<file path="src/odo_pkg.sv">
// Package for the differential drive odometry block.
// Holds shared types, fixed-point constants, the arctangent table and helpers.
// No dependencies.
`timescale 1ns / 1ps
`default_nettype none
package odo_pkg;

	localparam int COUNT_BITS   = 32;
	localparam int CORDIC_STEPS = 16;
	localparam int ATAN_ENTRIES = 24;
	localparam int COR_ITERS    = (CORDIC_STEPS < ATAN_ENTRIES) ? CORDIC_STEPS : ATAN_ENTRIES;
	localparam int K_W          = $clog2(COR_ITERS + 2);

	localparam logic signed [20:0] PI_Q16      = 21'sd205887;
	localparam logic signed [20:0] TWO_PI_Q16  = 21'sd411774;
	localparam logic signed [20:0] HALF_PI_Q16 = 21'sd102944;
	localparam logic [19:0]        TWO_PI_U    = 20'd411774;
	localparam logic signed [34:0] CORDIC_GAIN = 35'sd652032874;

	// floor(2^57 / 2pi in Q16); the quotient it gives is low by at most one
	localparam logic [39:0] TWO_PI_RECIP = 40'((64'd1 << 57) / 64'd411774);

	// multiplier phase: operand load, five digit steps, capture
	localparam logic [K_W-1:0] MUL_LAST = K_W'(6);
	// remainder phase: multiplier steps, remainder capture, heading update
	localparam logic [K_W-1:0] REM_LAST = K_W'(7);
	localparam logic [K_W-1:0] COR_LAST = K_W'(COR_ITERS + 1);

	typedef enum logic [3:0] {
		PH_MR  = 4'd0,
		PH_ML  = 4'd1,
		PH_TH  = 4'd2,
		PH_REM = 4'd3,
		PH_COR = 4'd4,
		PH_X   = 4'd5,
		PH_Y   = 4'd6,
		PH_V   = 4'd7,
		PH_W   = 4'd8
	} ph_t;

	localparam logic [1:0] REG_MM_PER_COUNT = 2'd0;
	localparam logic [1:0] REG_SAMPLE_RATE  = 2'd1;
	localparam logic [1:0] REG_TRACK_RECIP  = 2'd2;
	localparam logic [1:0] REG_INVERT_LEFT  = 2'd3;

	typedef struct packed {
		logic [23:0] mm_per_count;
		logic [15:0] sample_rate_hz;
		logic [31:0] track_width_recip;
		logic        invert_left;
	} cfg_t;

	typedef struct packed {
		logic load;
		logic run;
		ph_t  phase;
		logic out_load;
	} cmd_t;

	typedef struct packed {
		logic done;
		logic out_busy;
	} sts_t;

	// rounded arctangent of 2^-i in Q2.30
	function automatic logic signed [32:0] atan_q30(input logic [4:0] i);
		logic signed [32:0] r;
		case (i)
			5'd0:  r = 33'sd843314857;
			5'd1:  r = 33'sd497837830;
			5'd2:  r = 33'sd263043837;
			5'd3:  r = 33'sd133525159;
			5'd4:  r = 33'sd67021687;
			5'd5:  r = 33'sd33543516;
			5'd6:  r = 33'sd16775851;
			5'd7:  r = 33'sd8388437;
			5'd8:  r = 33'sd4194283;
			5'd9:  r = 33'sd2097149;
			5'd10: r = 33'sd1048576;
			5'd11: r = 33'sd524288;
			5'd12: r = 33'sd262144;
			5'd13: r = 33'sd131072;
			5'd14: r = 33'sd65536;
			5'd15: r = 33'sd32768;
			5'd16: r = 33'sd16384;
			5'd17: r = 33'sd8192;
			5'd18: r = 33'sd4096;
			5'd19: r = 33'sd2048;
			5'd20: r = 33'sd1024;
			5'd21: r = 33'sd512;
			5'd22: r = 33'sd256;
			5'd23: r = 33'sd128;
			default: r = 33'sd0;
		endcase
		return r;
	endfunction

	// clamp a wide signed value to 32 bits
	function automatic logic signed [31:0] sat32(input logic signed [89:0] v);
		logic signed [31:0] r;
		if (v > 90'sd2147483647)
			r = 32'sh7FFFFFFF;
		else if (v < -90'sd2147483648)
			r = 32'sh80000000;
		else
			r = v[31:0];
		return r;
	endfunction

endpackage
`default_nettype wire

</file>
<file path="src/odo_cfg.sv">
// APB-style configuration register file for the odometry block.
// Depends on odo_pkg for the register indexes and the cfg_t type.
`timescale 1ns / 1ps
`default_nettype none
module odo_cfg (
	input  wire               clk,
	input  wire               arst_n,
	input  wire               psel,
	input  wire               penable,
	input  wire               pwrite,
	input  wire  [3:0]        paddr,
	input  wire  [31:0]       pwdata,
	output logic [31:0]       prdata,
	output logic              pready,
	output odo_pkg::cfg_t     cfg
);

	odo_pkg::cfg_t cfg_q;
	logic          wr;

	assign pready = 1'b1;
	assign wr     = psel && penable && pwrite;
	assign cfg    = cfg_q;

	// register writes
	always_ff @(posedge clk or negedge arst_n) begin
		if (!arst_n) begin
			cfg_q.mm_per_count      <= 24'd271790;
			cfg_q.sample_rate_hz    <= 16'd250;
			cfg_q.track_width_recip <= 32'd15339168;
			cfg_q.invert_left       <= 1'b1;
		end else if (wr) begin
			case (paddr[3:2])
				odo_pkg::REG_MM_PER_COUNT: cfg_q.mm_per_count      <= pwdata[23:0];
				odo_pkg::REG_SAMPLE_RATE:  cfg_q.sample_rate_hz    <= pwdata[15:0];
				odo_pkg::REG_TRACK_RECIP:  cfg_q.track_width_recip <= pwdata;
				odo_pkg::REG_INVERT_LEFT:  cfg_q.invert_left       <= pwdata[0];
				default: ;
			endcase
		end
	end

	// read mux
	always_comb begin
		case (paddr[3:2])
			odo_pkg::REG_MM_PER_COUNT: prdata = {8'd0, cfg_q.mm_per_count};
			odo_pkg::REG_SAMPLE_RATE:  prdata = {16'd0, cfg_q.sample_rate_hz};
			odo_pkg::REG_TRACK_RECIP:  prdata = cfg_q.track_width_recip;
			odo_pkg::REG_INVERT_LEFT:  prdata = {31'd0, cfg_q.invert_left};
			default:                   prdata = 32'd0;
		endcase
	end

endmodule
`default_nettype wire

</file>
<file path="src/odo_ctrl.sv">
// Sequencing state machine for the odometry block.
// Depends on odo_pkg for the command and status structs and phase codes.
`timescale 1ns / 1ps
`default_nettype none
module odo_ctrl (
	input  wire           clk,
	input  wire           arst_n,
	input  wire           in_valid,
	output logic          in_ready,
	output odo_pkg::cmd_t cmd,
	input  odo_pkg::sts_t sts
);

	typedef enum logic [10:0] {
		S_IDLE = 11'b00000000001,
		S_MR   = 11'b00000000010,
		S_ML   = 11'b00000000100,
		S_TH   = 11'b00000001000,
		S_REM  = 11'b00000010000,
		S_COR  = 11'b00000100000,
		S_X    = 11'b00001000000,
		S_Y    = 11'b00010000000,
		S_V    = 11'b00100000000,
		S_W    = 11'b01000000000,
		S_OUT  = 11'b10000000000
	} state_t;

	state_t state_q, state_d;

	always_ff @(posedge clk or negedge arst_n) begin
		if (!arst_n) state_q <= S_IDLE;
		else         state_q <= state_d;
	end

	assign in_ready = (state_q == S_IDLE);

	// next state and datapath commands
	always_comb begin
		state_d      = state_q;
		cmd.load     = 1'b0;
		cmd.run      = 1'b0;
		cmd.phase    = odo_pkg::PH_MR;
		cmd.out_load = 1'b0;
		case (state_q)
			S_IDLE: begin
				if (in_valid) begin
					cmd.load = 1'b1;
					state_d  = S_MR;
				end
			end
			S_MR: begin
				cmd.run = 1'b1; cmd.phase = odo_pkg::PH_MR;
				if (sts.done) state_d = S_ML;
			end
			S_ML: begin
				cmd.run = 1'b1; cmd.phase = odo_pkg::PH_ML;
				if (sts.done) state_d = S_TH;
			end
			S_TH: begin
				cmd.run = 1'b1; cmd.phase = odo_pkg::PH_TH;
				if (sts.done) state_d = S_REM;
			end
			S_REM: begin
				cmd.run = 1'b1; cmd.phase = odo_pkg::PH_REM;
				if (sts.done) state_d = S_COR;
			end
			S_COR: begin
				cmd.run = 1'b1; cmd.phase = odo_pkg::PH_COR;
				if (sts.done) state_d = S_X;
			end
			S_X: begin
				cmd.run = 1'b1; cmd.phase = odo_pkg::PH_X;
				if (sts.done) state_d = S_Y;
			end
			S_Y: begin
				cmd.run = 1'b1; cmd.phase = odo_pkg::PH_Y;
				if (sts.done) state_d = S_V;
			end
			S_V: begin
				cmd.run = 1'b1; cmd.phase = odo_pkg::PH_V;
				if (sts.done) state_d = S_W;
			end
			S_W: begin
				cmd.run = 1'b1; cmd.phase = odo_pkg::PH_W;
				if (sts.done) state_d = S_OUT;
			end
			S_OUT: begin
				if (!sts.out_busy) begin
					cmd.out_load = 1'b1;
					state_d      = S_IDLE;
				end
			end
			default: state_d = S_IDLE;
		endcase
	end

endmodule
`default_nettype wire

</file>
<file path="src/odo_datapath.sv">
// Datapath of the odometry block: count deltas, a digit-serial multiplier,
// a heading remainder unit, a CORDIC, the pose state and the output register.
// Depends on odo_pkg.
`timescale 1ns / 1ps
`default_nettype none
module odo_datapath (
	input  wire                    clk,
	input  wire                    arst_n,
	input  odo_pkg::cfg_t          cfg,
	input  odo_pkg::cmd_t          cmd,
	output odo_pkg::sts_t          sts,
	input  wire signed [31:0]      right_count,
	input  wire signed [31:0]      left_count,
	output logic                   out_valid,
	input  wire                    out_ready,
	output logic signed [31:0]     x_mm,
	output logic signed [31:0]     y_mm,
	output logic signed [18:0]     heading_rad,
	output logic signed [31:0]     linear_speed,
	output logic signed [31:0]     angular_speed
);

	localparam int CB = odo_pkg::COUNT_BITS;

	logic [CB-1:0]        last_r_q, last_l_q;
	logic signed [CB-1:0] dr_q;
	logic signed [CB:0]   dl_q;
	logic signed [CB-1:0] dr_w, dl_w;

	logic [odo_pkg::K_W-1:0] k_q;
	logic                    done;

	// multiplier
	logic signed [49:0] a_q;
	logic signed [39:0] b_q;
	logic signed [89:0] acc_q;
	logic [2:0]         dig_j;
	logic [39:0]        b_sh;
	logic signed [8:0]  dig;
	logic signed [58:0] part;

	// intermediate results
	logic signed [47:0] mr_q, ml_q, mean_q, ml_w;
	logic signed [49:0] dth_q, dth_w;
	logic signed [41:0] dthc_q;
	logic signed [31:0] x_q, y_q, lin_q, ang_q;
	logic signed [18:0] heading_q;

	// remainder unit
	logic [18:0] r_q;
	logic        neg_q;
	logic [18:0] r_w;
	logic [30:0] quo_w;
	logic [20:0] lo_w;
	logic signed [19:0] rem_w;
	logic signed [20:0] h_w, hw_w;

	// cordic
	logic signed [34:0] cx_q, cy_q, cxs, cys;
	logic signed [32:0] cz_q;
	logic signed [34:0] c_q, s_q;
	logic               flip_q;
	logic [4:0]         ci;
	logic signed [20:0] ang_a;
	logic               ang_flip;

	assign dr_w = signed'(right_count[CB-1:0] - last_r_q);
	assign dl_w = signed'(left_count[CB-1:0] - last_l_q);

	// phase completion
	always_comb begin
		case (cmd.phase)
			odo_pkg::PH_REM: done = (k_q == odo_pkg::REM_LAST);
			odo_pkg::PH_COR: done = (k_q == odo_pkg::COR_LAST);
			default:         done = (k_q == odo_pkg::MUL_LAST);
		endcase
	end
	assign sts.done     = cmd.run && done;
	assign sts.out_busy = out_valid && !out_ready;

	always_ff @(posedge clk or negedge arst_n) begin
		if (!arst_n)               k_q <= '0;
		else if (!cmd.run || done) k_q <= '0;
		else                       k_q <= k_q + 1'b1;
	end

	// multiplier digit, lowest digit first, top digit signed
	assign dig_j = 3'(k_q - 1'b1);
	assign b_sh  = b_q >> (8 * dig_j);
	assign dig   = (dig_j == 3'd4) ? 9'(signed'(b_sh[7:0])) : signed'({1'b0, b_sh[7:0]});
	assign part  = a_q * dig;

	assign ml_w  = 48'(acc_q >>> 8);
	assign dth_w = 50'(acc_q >>> 32);

	// remainder: quotient from the reciprocal product (bits 57 up), one correction step;
	// only the low bits of the magnitude matter since the remainder is below 2^20
	assign quo_w = acc_q[87:57];
	assign lo_w  = a_q[20:0] - 21'(quo_w * odo_pkg::TWO_PI_U);
	assign r_w   = (lo_w >= 21'(odo_pkg::TWO_PI_U)) ?
	               19'(lo_w - 21'(odo_pkg::TWO_PI_U)) : lo_w[18:0];
	assign rem_w = neg_q ? -20'(signed'({1'b0, r_q})) : 20'(signed'({1'b0, r_q}));
	assign h_w   = 21'(heading_q) + 21'(rem_w);
	always_comb begin
		if (h_w > odo_pkg::PI_Q16)       hw_w = h_w - odo_pkg::TWO_PI_Q16;
		else if (h_w < -odo_pkg::PI_Q16) hw_w = h_w + odo_pkg::TWO_PI_Q16;
		else                             hw_w = h_w;
	end

	// cordic quadrant fold and shifted terms
	always_comb begin
		ang_a    = 21'(heading_q);
		ang_flip = 1'b0;
		if (ang_a > odo_pkg::HALF_PI_Q16) begin
			ang_a = ang_a - odo_pkg::PI_Q16; ang_flip = 1'b1;
		end else if (ang_a < -odo_pkg::HALF_PI_Q16) begin
			ang_a = ang_a + odo_pkg::PI_Q16; ang_flip = 1'b1;
		end
	end
	assign ci  = 5'(k_q - 1'b1);
	assign cxs = cx_q >>> ci;
	assign cys = cy_q >>> ci;

	// count deltas on accept
	always_ff @(posedge clk or negedge arst_n) begin
		if (!arst_n) begin
			last_r_q <= '0;
			last_l_q <= '0;
		end else if (cmd.load) begin
			last_r_q <= right_count[CB-1:0];
			last_l_q <= left_count[CB-1:0];
		end
	end

	always_ff @(posedge clk) begin
		if (cmd.load) begin
			dr_q <= dr_w;
			dl_q <= cfg.invert_left ? -(CB+1)'(dl_w) : (CB+1)'(dl_w);
		end
	end

	// pose state
	always_ff @(posedge clk or negedge arst_n) begin
		if (!arst_n) begin
			x_q       <= '0;
			y_q       <= '0;
			heading_q <= '0;
		end else if (cmd.run && done) begin
			case (cmd.phase)
				odo_pkg::PH_REM: heading_q <= hw_w[18:0];
				odo_pkg::PH_X:   x_q <= odo_pkg::sat32(90'(x_q) + (acc_q >>> 30));
				odo_pkg::PH_Y:   y_q <= odo_pkg::sat32(90'(y_q) + (acc_q >>> 30));
				default: ;
			endcase
		end
	end

	// phase work
	always_ff @(posedge clk) begin
		if (cmd.run) begin
			case (cmd.phase)
				odo_pkg::PH_REM: begin
					if (k_q == '0) begin
						neg_q <= dth_q[49];
						a_q   <= dth_q[49] ? -dth_q : dth_q;
						b_q   <= signed'(odo_pkg::TWO_PI_RECIP);
						acc_q <= '0;
					end else if (k_q < odo_pkg::MUL_LAST) begin
						acc_q <= acc_q + (90'(part) <<< (8 * dig_j));
					end else if (!done) begin
						r_q <= r_w;
					end
				end
				odo_pkg::PH_COR: begin
					if (k_q == '0) begin
						cx_q   <= odo_pkg::CORDIC_GAIN;
						cy_q   <= '0;
						cz_q   <= 33'(ang_a) <<< 14;
						flip_q <= ang_flip;
					end else if (!done) begin
						if (!cz_q[32]) begin
							cx_q <= cx_q - cys;
							cy_q <= cy_q + cxs;
							cz_q <= cz_q - odo_pkg::atan_q30(ci);
						end else begin
							cx_q <= cx_q + cys;
							cy_q <= cy_q - cxs;
							cz_q <= cz_q + odo_pkg::atan_q30(ci);
						end
					end else begin
						c_q <= flip_q ? -cx_q : cx_q;
						s_q <= flip_q ? -cy_q : cy_q;
					end
				end
				default: begin
					if (k_q == '0) begin
						acc_q <= '0;
						case (cmd.phase)
							odo_pkg::PH_MR: begin
								a_q <= 50'(dr_q);
								b_q <= 40'(signed'({1'b0, cfg.mm_per_count}));
							end
							odo_pkg::PH_ML: begin
								a_q <= 50'(dl_q);
								b_q <= 40'(signed'({1'b0, cfg.mm_per_count}));
							end
							odo_pkg::PH_TH: begin
								a_q <= 50'(mr_q) - 50'(ml_q);
								b_q <= 40'(signed'({1'b0, cfg.track_width_recip}));
							end
							odo_pkg::PH_X: begin
								a_q <= 50'(mean_q);
								b_q <= 40'(c_q);
							end
							odo_pkg::PH_Y: begin
								a_q <= 50'(mean_q);
								b_q <= 40'(s_q);
							end
							odo_pkg::PH_V: begin
								a_q <= 50'(mean_q);
								b_q <= 40'(signed'({1'b0, cfg.sample_rate_hz}));
							end
							default: begin
								a_q <= 50'(dthc_q);
								b_q <= 40'(signed'({1'b0, cfg.sample_rate_hz}));
							end
						endcase
					end else if (!done) begin
						acc_q <= acc_q + (90'(part) <<< (8 * dig_j));
					end else begin
						case (cmd.phase)
							odo_pkg::PH_MR: mr_q <= ml_w;
							odo_pkg::PH_ML: begin
								ml_q   <= ml_w;
								mean_q <= 48'((49'(mr_q) + 49'(ml_w)) >>> 1);
							end
							odo_pkg::PH_TH: begin
								dth_q <= dth_w;
								if (dth_w > 50'sd1099511627776)
									dthc_q <= 42'sd1099511627776;
								else if (dth_w < -50'sd1099511627776)
									dthc_q <= -42'sd1099511627776;
								else
									dthc_q <= dth_w[41:0];
							end
							odo_pkg::PH_V: lin_q <= odo_pkg::sat32(acc_q);
							odo_pkg::PH_W: ang_q <= odo_pkg::sat32(acc_q);
							default: ;
						endcase
					end
				end
			endcase
		end
	end

	// output register
	always_ff @(posedge clk or negedge arst_n) begin
		if (!arst_n)                     out_valid <= 1'b0;
		else if (cmd.out_load)           out_valid <= 1'b1;
		else if (out_valid && out_ready) out_valid <= 1'b0;
	end

	always_ff @(posedge clk) begin
		if (cmd.out_load) begin
			x_mm          <= x_q;
			y_mm          <= y_q;
			heading_rad   <= heading_q;
			linear_speed  <= lin_q;
			angular_speed <= ang_q;
		end
	end

endmodule
`default_nettype wire

</file>
<file path="src/differential_drive_odometry.sv">
// Top level of the differential drive odometry block.
// Instantiates odo_cfg, odo_ctrl and odo_datapath; depends on odo_pkg.
`timescale 1ns / 1ps
`default_nettype none
// Each input item carries the two accumulated wheel counts and yields one result item with the
// updated pose (x, y, heading) and the linear and angular speed. An item waits for the output
// register until the previous result has been taken. Seven products go through one shared
// multiplier that takes eight bits of its second operand per cycle, the heading step is reduced
// modulo two pi by a reciprocal product on the same multiplier plus one correction step, and
// the CORDIC runs one step per cycle. A new item is accepted once the previous one has been
// handed to the output register, which holds its result until taken. Configuration is written
// through the APB port; the user must do so only while idle, the block does not enforce it.
module differential_drive_odometry (
	input  wire          clk,
	input  wire          arst_n,
	// tdata: right_count[31:0], left_count[63:32]
	input  wire          s_tvalid,
	output logic         s_tready,
	input  wire  [63:0]  s_tdata,
	// tdata: x_mm[31:0], y_mm[63:32], heading_rad[82:64], linear_speed[114:83],
	// angular_speed[146:115], zero fill [151:147]
	output logic         m_tvalid,
	input  wire          m_tready,
	output logic [151:0] m_tdata,
	input  wire          psel,
	input  wire          penable,
	input  wire          pwrite,
	input  wire  [3:0]   paddr,
	input  wire  [31:0]  pwdata,
	output logic [31:0]  prdata,
	output logic         pready
);

	odo_pkg::cfg_t cfg;
	odo_pkg::cmd_t cmd;
	odo_pkg::sts_t sts;

	logic signed [31:0] x_mm, y_mm, linear_speed, angular_speed;
	logic signed [18:0] heading_rad;

	odo_cfg u_cfg (
		.clk     (clk),
		.arst_n  (arst_n),
		.psel    (psel),
		.penable (penable),
		.pwrite  (pwrite),
		.paddr   (paddr),
		.pwdata  (pwdata),
		.prdata  (prdata),
		.pready  (pready),
		.cfg     (cfg)
	);

	odo_ctrl u_ctrl (
		.clk      (clk),
		.arst_n   (arst_n),
		.in_valid (s_tvalid),
		.in_ready (s_tready),
		.cmd      (cmd),
		.sts      (sts)
	);

	odo_datapath u_dp (
		.clk           (clk),
		.arst_n        (arst_n),
		.cfg           (cfg),
		.cmd           (cmd),
		.sts           (sts),
		.right_count   (signed'(s_tdata[31:0])),
		.left_count    (signed'(s_tdata[63:32])),
		.out_valid     (m_tvalid),
		.out_ready     (m_tready),
		.x_mm          (x_mm),
		.y_mm          (y_mm),
		.heading_rad   (heading_rad),
		.linear_speed  (linear_speed),
		.angular_speed (angular_speed)
	);

	assign m_tdata = {5'd0, angular_speed, linear_speed, heading_rad, y_mm, x_mm};

endmodule
`default_nettype wire
</file>
<file path="config.mk">
export PLATFORM = sky130hd
export DESIGN_NAME = differential_drive_odometry
export DESIGN_NICKNAME = d
export VERILOG_FILES = /design/src/odo_pkg.sv /design/src/odo_cfg.sv /design/src/odo_ctrl.sv /design/src/odo_datapath.sv /design/src/differential_drive_odometry.sv
export SDC_FILE = /design/constraint.sdc
export NUM_CORES = 2
export LEC_CHECK = 0
export BUFFER_PORTS_ARGS = -buffer_cell sky130_fd_sc_hd__buf_2
export CAP_MARGIN = 25
export CORE_MARGIN = 2
export CORE_UTILIZATION = 40
export DETAILED_ROUTE_END_ITERATION = 12
export HOLD_SLACK_MARGIN = 0.05
export PLACE_DENSITY = 0.56
export SKIP_LAST_GASP = 1
export SLEW_MARGIN = 20
export SYNTH_ARGS = -nofsm -noshare
export SYNTH_HDL_FRONTEND = slang
export SYNTH_SLANG_ARGS = --single-unit
export TNS_END_PERCENT = 30
</file>
<file path="constraint.sdc">
create_clock -name clk -period 22.3 [get_ports clk]
set_input_delay 4.46 -clock clk [delete_from_list [all_inputs] [get_ports clk]]
set_output_delay 4.46 -clock clk [all_outputs]
set_load 0.02 [all_outputs]
</file>
==> flow_summary.json <==
{
  "cp_max_fo": 78,
  "tns_ps": 0,
  "hold_violations": 0,
  "grt_pass1_vias": 78346,
  "drt_wl_total_mm": 322.7,
  "drv_cap": 0,
  "cts_buffers": 139,
  "drtAntennaViolNets": 0,
  "grt_pass1_wl_mm": 489.6,
  "synthArstFlopShare": 0.2118,
  "place_area_um2": 102600,
  "cts.path.max_buffers": 3,
  "rsz0062_at_grt": "false",
  "clk_pin_slew_ps": 60,
  "layout-area-overhead-vs-synth_pct": 10.34,
  "finalCritPeriodShare": 0.7050,
  "routabilityCongestion": 0.9520,
  "status": "finished, final reports clean",
  "htreeDepth": 4,
  "finalSetupViolations": 0,
  "fin_skew_ps": 74.44,
  "seq_area_um2": 32450,
  "layoutNonFillerInstCount": 13703,
  "ys_types": 101,
  "dr.pass1.iters": 9,
  "relSlewSlack": 0.2939,
  "fillCellCount": 23330,
  "drive_above_1_share": 0.09590,
  "yosys.area.top_type_share": 0.2718,
  "die_w_um": 497.5,
  "hold_buffers": 0,
  "placement_rows": 181,
  "worstMarginPinSlew_ps": 1048,
  "synth_edf_count": 882,
  "drtIter0Drc": 7391,
  "cp_slowest_cell": "buf_4",
  "initial_core_util": 0.4013,
  "viasPerCell": 5.849,
  "synth_common_cells": "nand2_1 (912), edfxtp_1 (882), nor2_1 (829)",
  "cts_tree": "yes",
  "clock-sinks": 1119,
  "critPathLaunchType": "flop",
  "cts_resized": 0,
  "yosysWarnings": 0,
  "r2r_cells": 47,
  "syn_inst": 10246,
  "worstSkewPairLatency_ps": 870,
  "fmax_ghz": 0.06360,
  "ys_top_cells_by_area": "edfxtp_1 (27%), ha_1 (9.3%), fa_1 (8.9%)",
  "report.final.slew_viol_count": 0,
  "synth_top_cell_by_area": "edfxtp_1",
  "dp_hpwl_mm": 245.8,
  "wl_per_cell_um": 23.55,
  "critical_path_required_ps": 22850,
  "dieArea_um2": 247500,
  "syn_avg_cell_area_um2": 9.509,
  "placed_cells": 13442,
  "ios": 294,
  "drc": 0,
  "finalCriticalPeriod_ps": 15720,
  "overflow": 0,
  "end_kind": "flop",
  "final_nets": 11650,
  "ys_ff_latch": 1119,
  "synth-main-ff-cell": "edfxtp_1",
  "synth_most_common_cell": "nand2_1",
  "die_h_um": 497.5,
  "root_buffer": "clkbuf_16",
  "grt_use_total": 0.2550,
  "critPathKind": "flop to flop",
  "multi_input_area_um2": 61310,
  "io_buffer_count": 285,
  "min_path_cells": 0,
  "post-cts-setup-buffers": 0,
  "syn_area_um2": 97430,
  "cp_data_arrival_time_ps": 16270,
  "antenna_found_initial": 17,
  "grt_max_degree": 117,
  "max_stage_delay_ps": 850,
  "vias": 80142,
  "stdcell_area_um2": 107500,
  "hold_path.class": "flop to flop",
  "yosysSeqAreaShare": 0.3330,
  "coreArea_um2": 242800
}
logic make-up (layout without fill, tap and decap cells):
family	after synthesis	count (layout)	synth area share
AND/OR/NAND/NOR	3138	3138	0.1545
buffers and inverters	1051	1301	0.04123
flip-flops	1119	1119	0.3330
XOR/XNOR	810	810	0.07295
adder cells (fa/ha/maj)	1160	1160	0.1823
AO/OA/AOI/OAI	2621	2621	0.1735
other	2	7	0.00007708
multiplexers	345	345	0.04243
worst paths after layout:
| check | endpoint | from | slack (ps) |
|---|---|---|---|
| hold reg to reg | u_dp.linear_speed[0] | u_dp.lin_q[0] | 390 |
| min in group asynchronous | u_dp.last_l_q[22] | arst_n | 3610 |
| max in group asynchronous | u_dp.x_q[31] | arst_n | 17360 |
| setup / recovery | u_dp.acc_q[87] | u_dp.k_q[1] | 6580 |
| setup reg to reg | u_dp.acc_q[87] | u_dp.k_q[1] | 6580 |
| hold / removal | u_dp.linear_speed[0] | u_dp.lin_q[0] | 390 |
final cells by class:
cell class / count / area share
Multi-Input combinational cell: 8080 / 0.5703
Clock buffer: 170 / 0.03419
Sequential cell: 1119 / 0.3019
Clock inverter: 88 / 0.01065
Inverter: 610 / 0.02139
Tap cell: 3202 / 0.03727
Timing Repair Buffer: 433 / 0.02432
Antenna cell: 1 / 0.00002328
per-stage QoR:
stage / worst slack, ps / hold WS [ps] / util
4_1_cts: 6815 / 381.9 / 0.4425
6_report: 6578 / 391.3 / 0.4428
5_1_grt: 5828 / 406.4 / 0.4428
3_3_place_gp: 6971 / 401.7 / 0.4225
2_1_floorplan: 5898 / 400.3 / -
3_5_place_dp: 6885 / 404.5 / 0.4227
placed cells by master, fill, tap and decap left out, drive strengths merged, types with 35 or more instances in the layout:
cell type,synthesis,routed
o21ai,581,581
ha,727,727
clkinv,0,52
o21bai,92,92
or2,39,39
dfrtp,210,210
xor2,313,313
o211ai,73,73
a21oi,731,731
mux4,38,38
and3,133,133
nor2b,161,161
a222oi,35,35
fa,433,433
a221oi,41,41
nand2,912,912
mux2i,143,143
edfxtp,882,882
or3,78,78
nand2b,122,122
xnor2,496,496
a31oi,99,99
o21a,92,92
clkbuf,368,170
inv,610,619
o31ai,94,94
nand4,92,92
nor2,829,829
a21o,332,332
nand3,184,184
a211oi,94,94
mux2,164,164
buf,73,432
nor4,46,46
and2,288,288
nor3,152,152
critical path: cells and delay by family (launching register included):
family                   cells  cell delay [ps]
AND/OR/NAND/NOR              9             1990
flip-flops                   1              660
multiplexers                 2              590
adder cells (fa/ha/maj)      8             3830
AO/OA/AOI/OAI               18             5730
buffers and inverters        8             2200
XOR/XNOR                     2              330
flip-flops by register name, indices dropped and copies added (netlist names), 33 cells and up:
| signal | cells |
|---|---|
| u_dp.acc_q | 90 |
| u_cfg.cfg | 73 |
| u_dp.a_q | 50 |
| u_dp.dth_q | 50 |
| u_dp.mean_q | 48 |
| u_dp.ml_q | 48 |
| u_dp.mr_q | 48 |
| u_dp.dthc_q | 42 |
| u_dp.b_q | 36 |
| u_dp.c_q | 35 |
| u_dp.cx_q | 35 |
| u_dp.cy_q | 35 |
| u_dp.s_q | 35 |
| u_dp.cz_q | 33 |
| u_dp.dl_q | 33 |
layer usage:
metal	vias up	routed length, um	GRT usage
li1	37136	-	-
met1	39711	145000	0.3588
met2	2824	143100	0.3967
met3	459	23120	0.04262
met4	12	11410	0.08644
met5	-	88	0
Power is left out: the tool's default activity adds up to more than one toggle a clock period on the data nets, which glitch-free logic cannot reach.
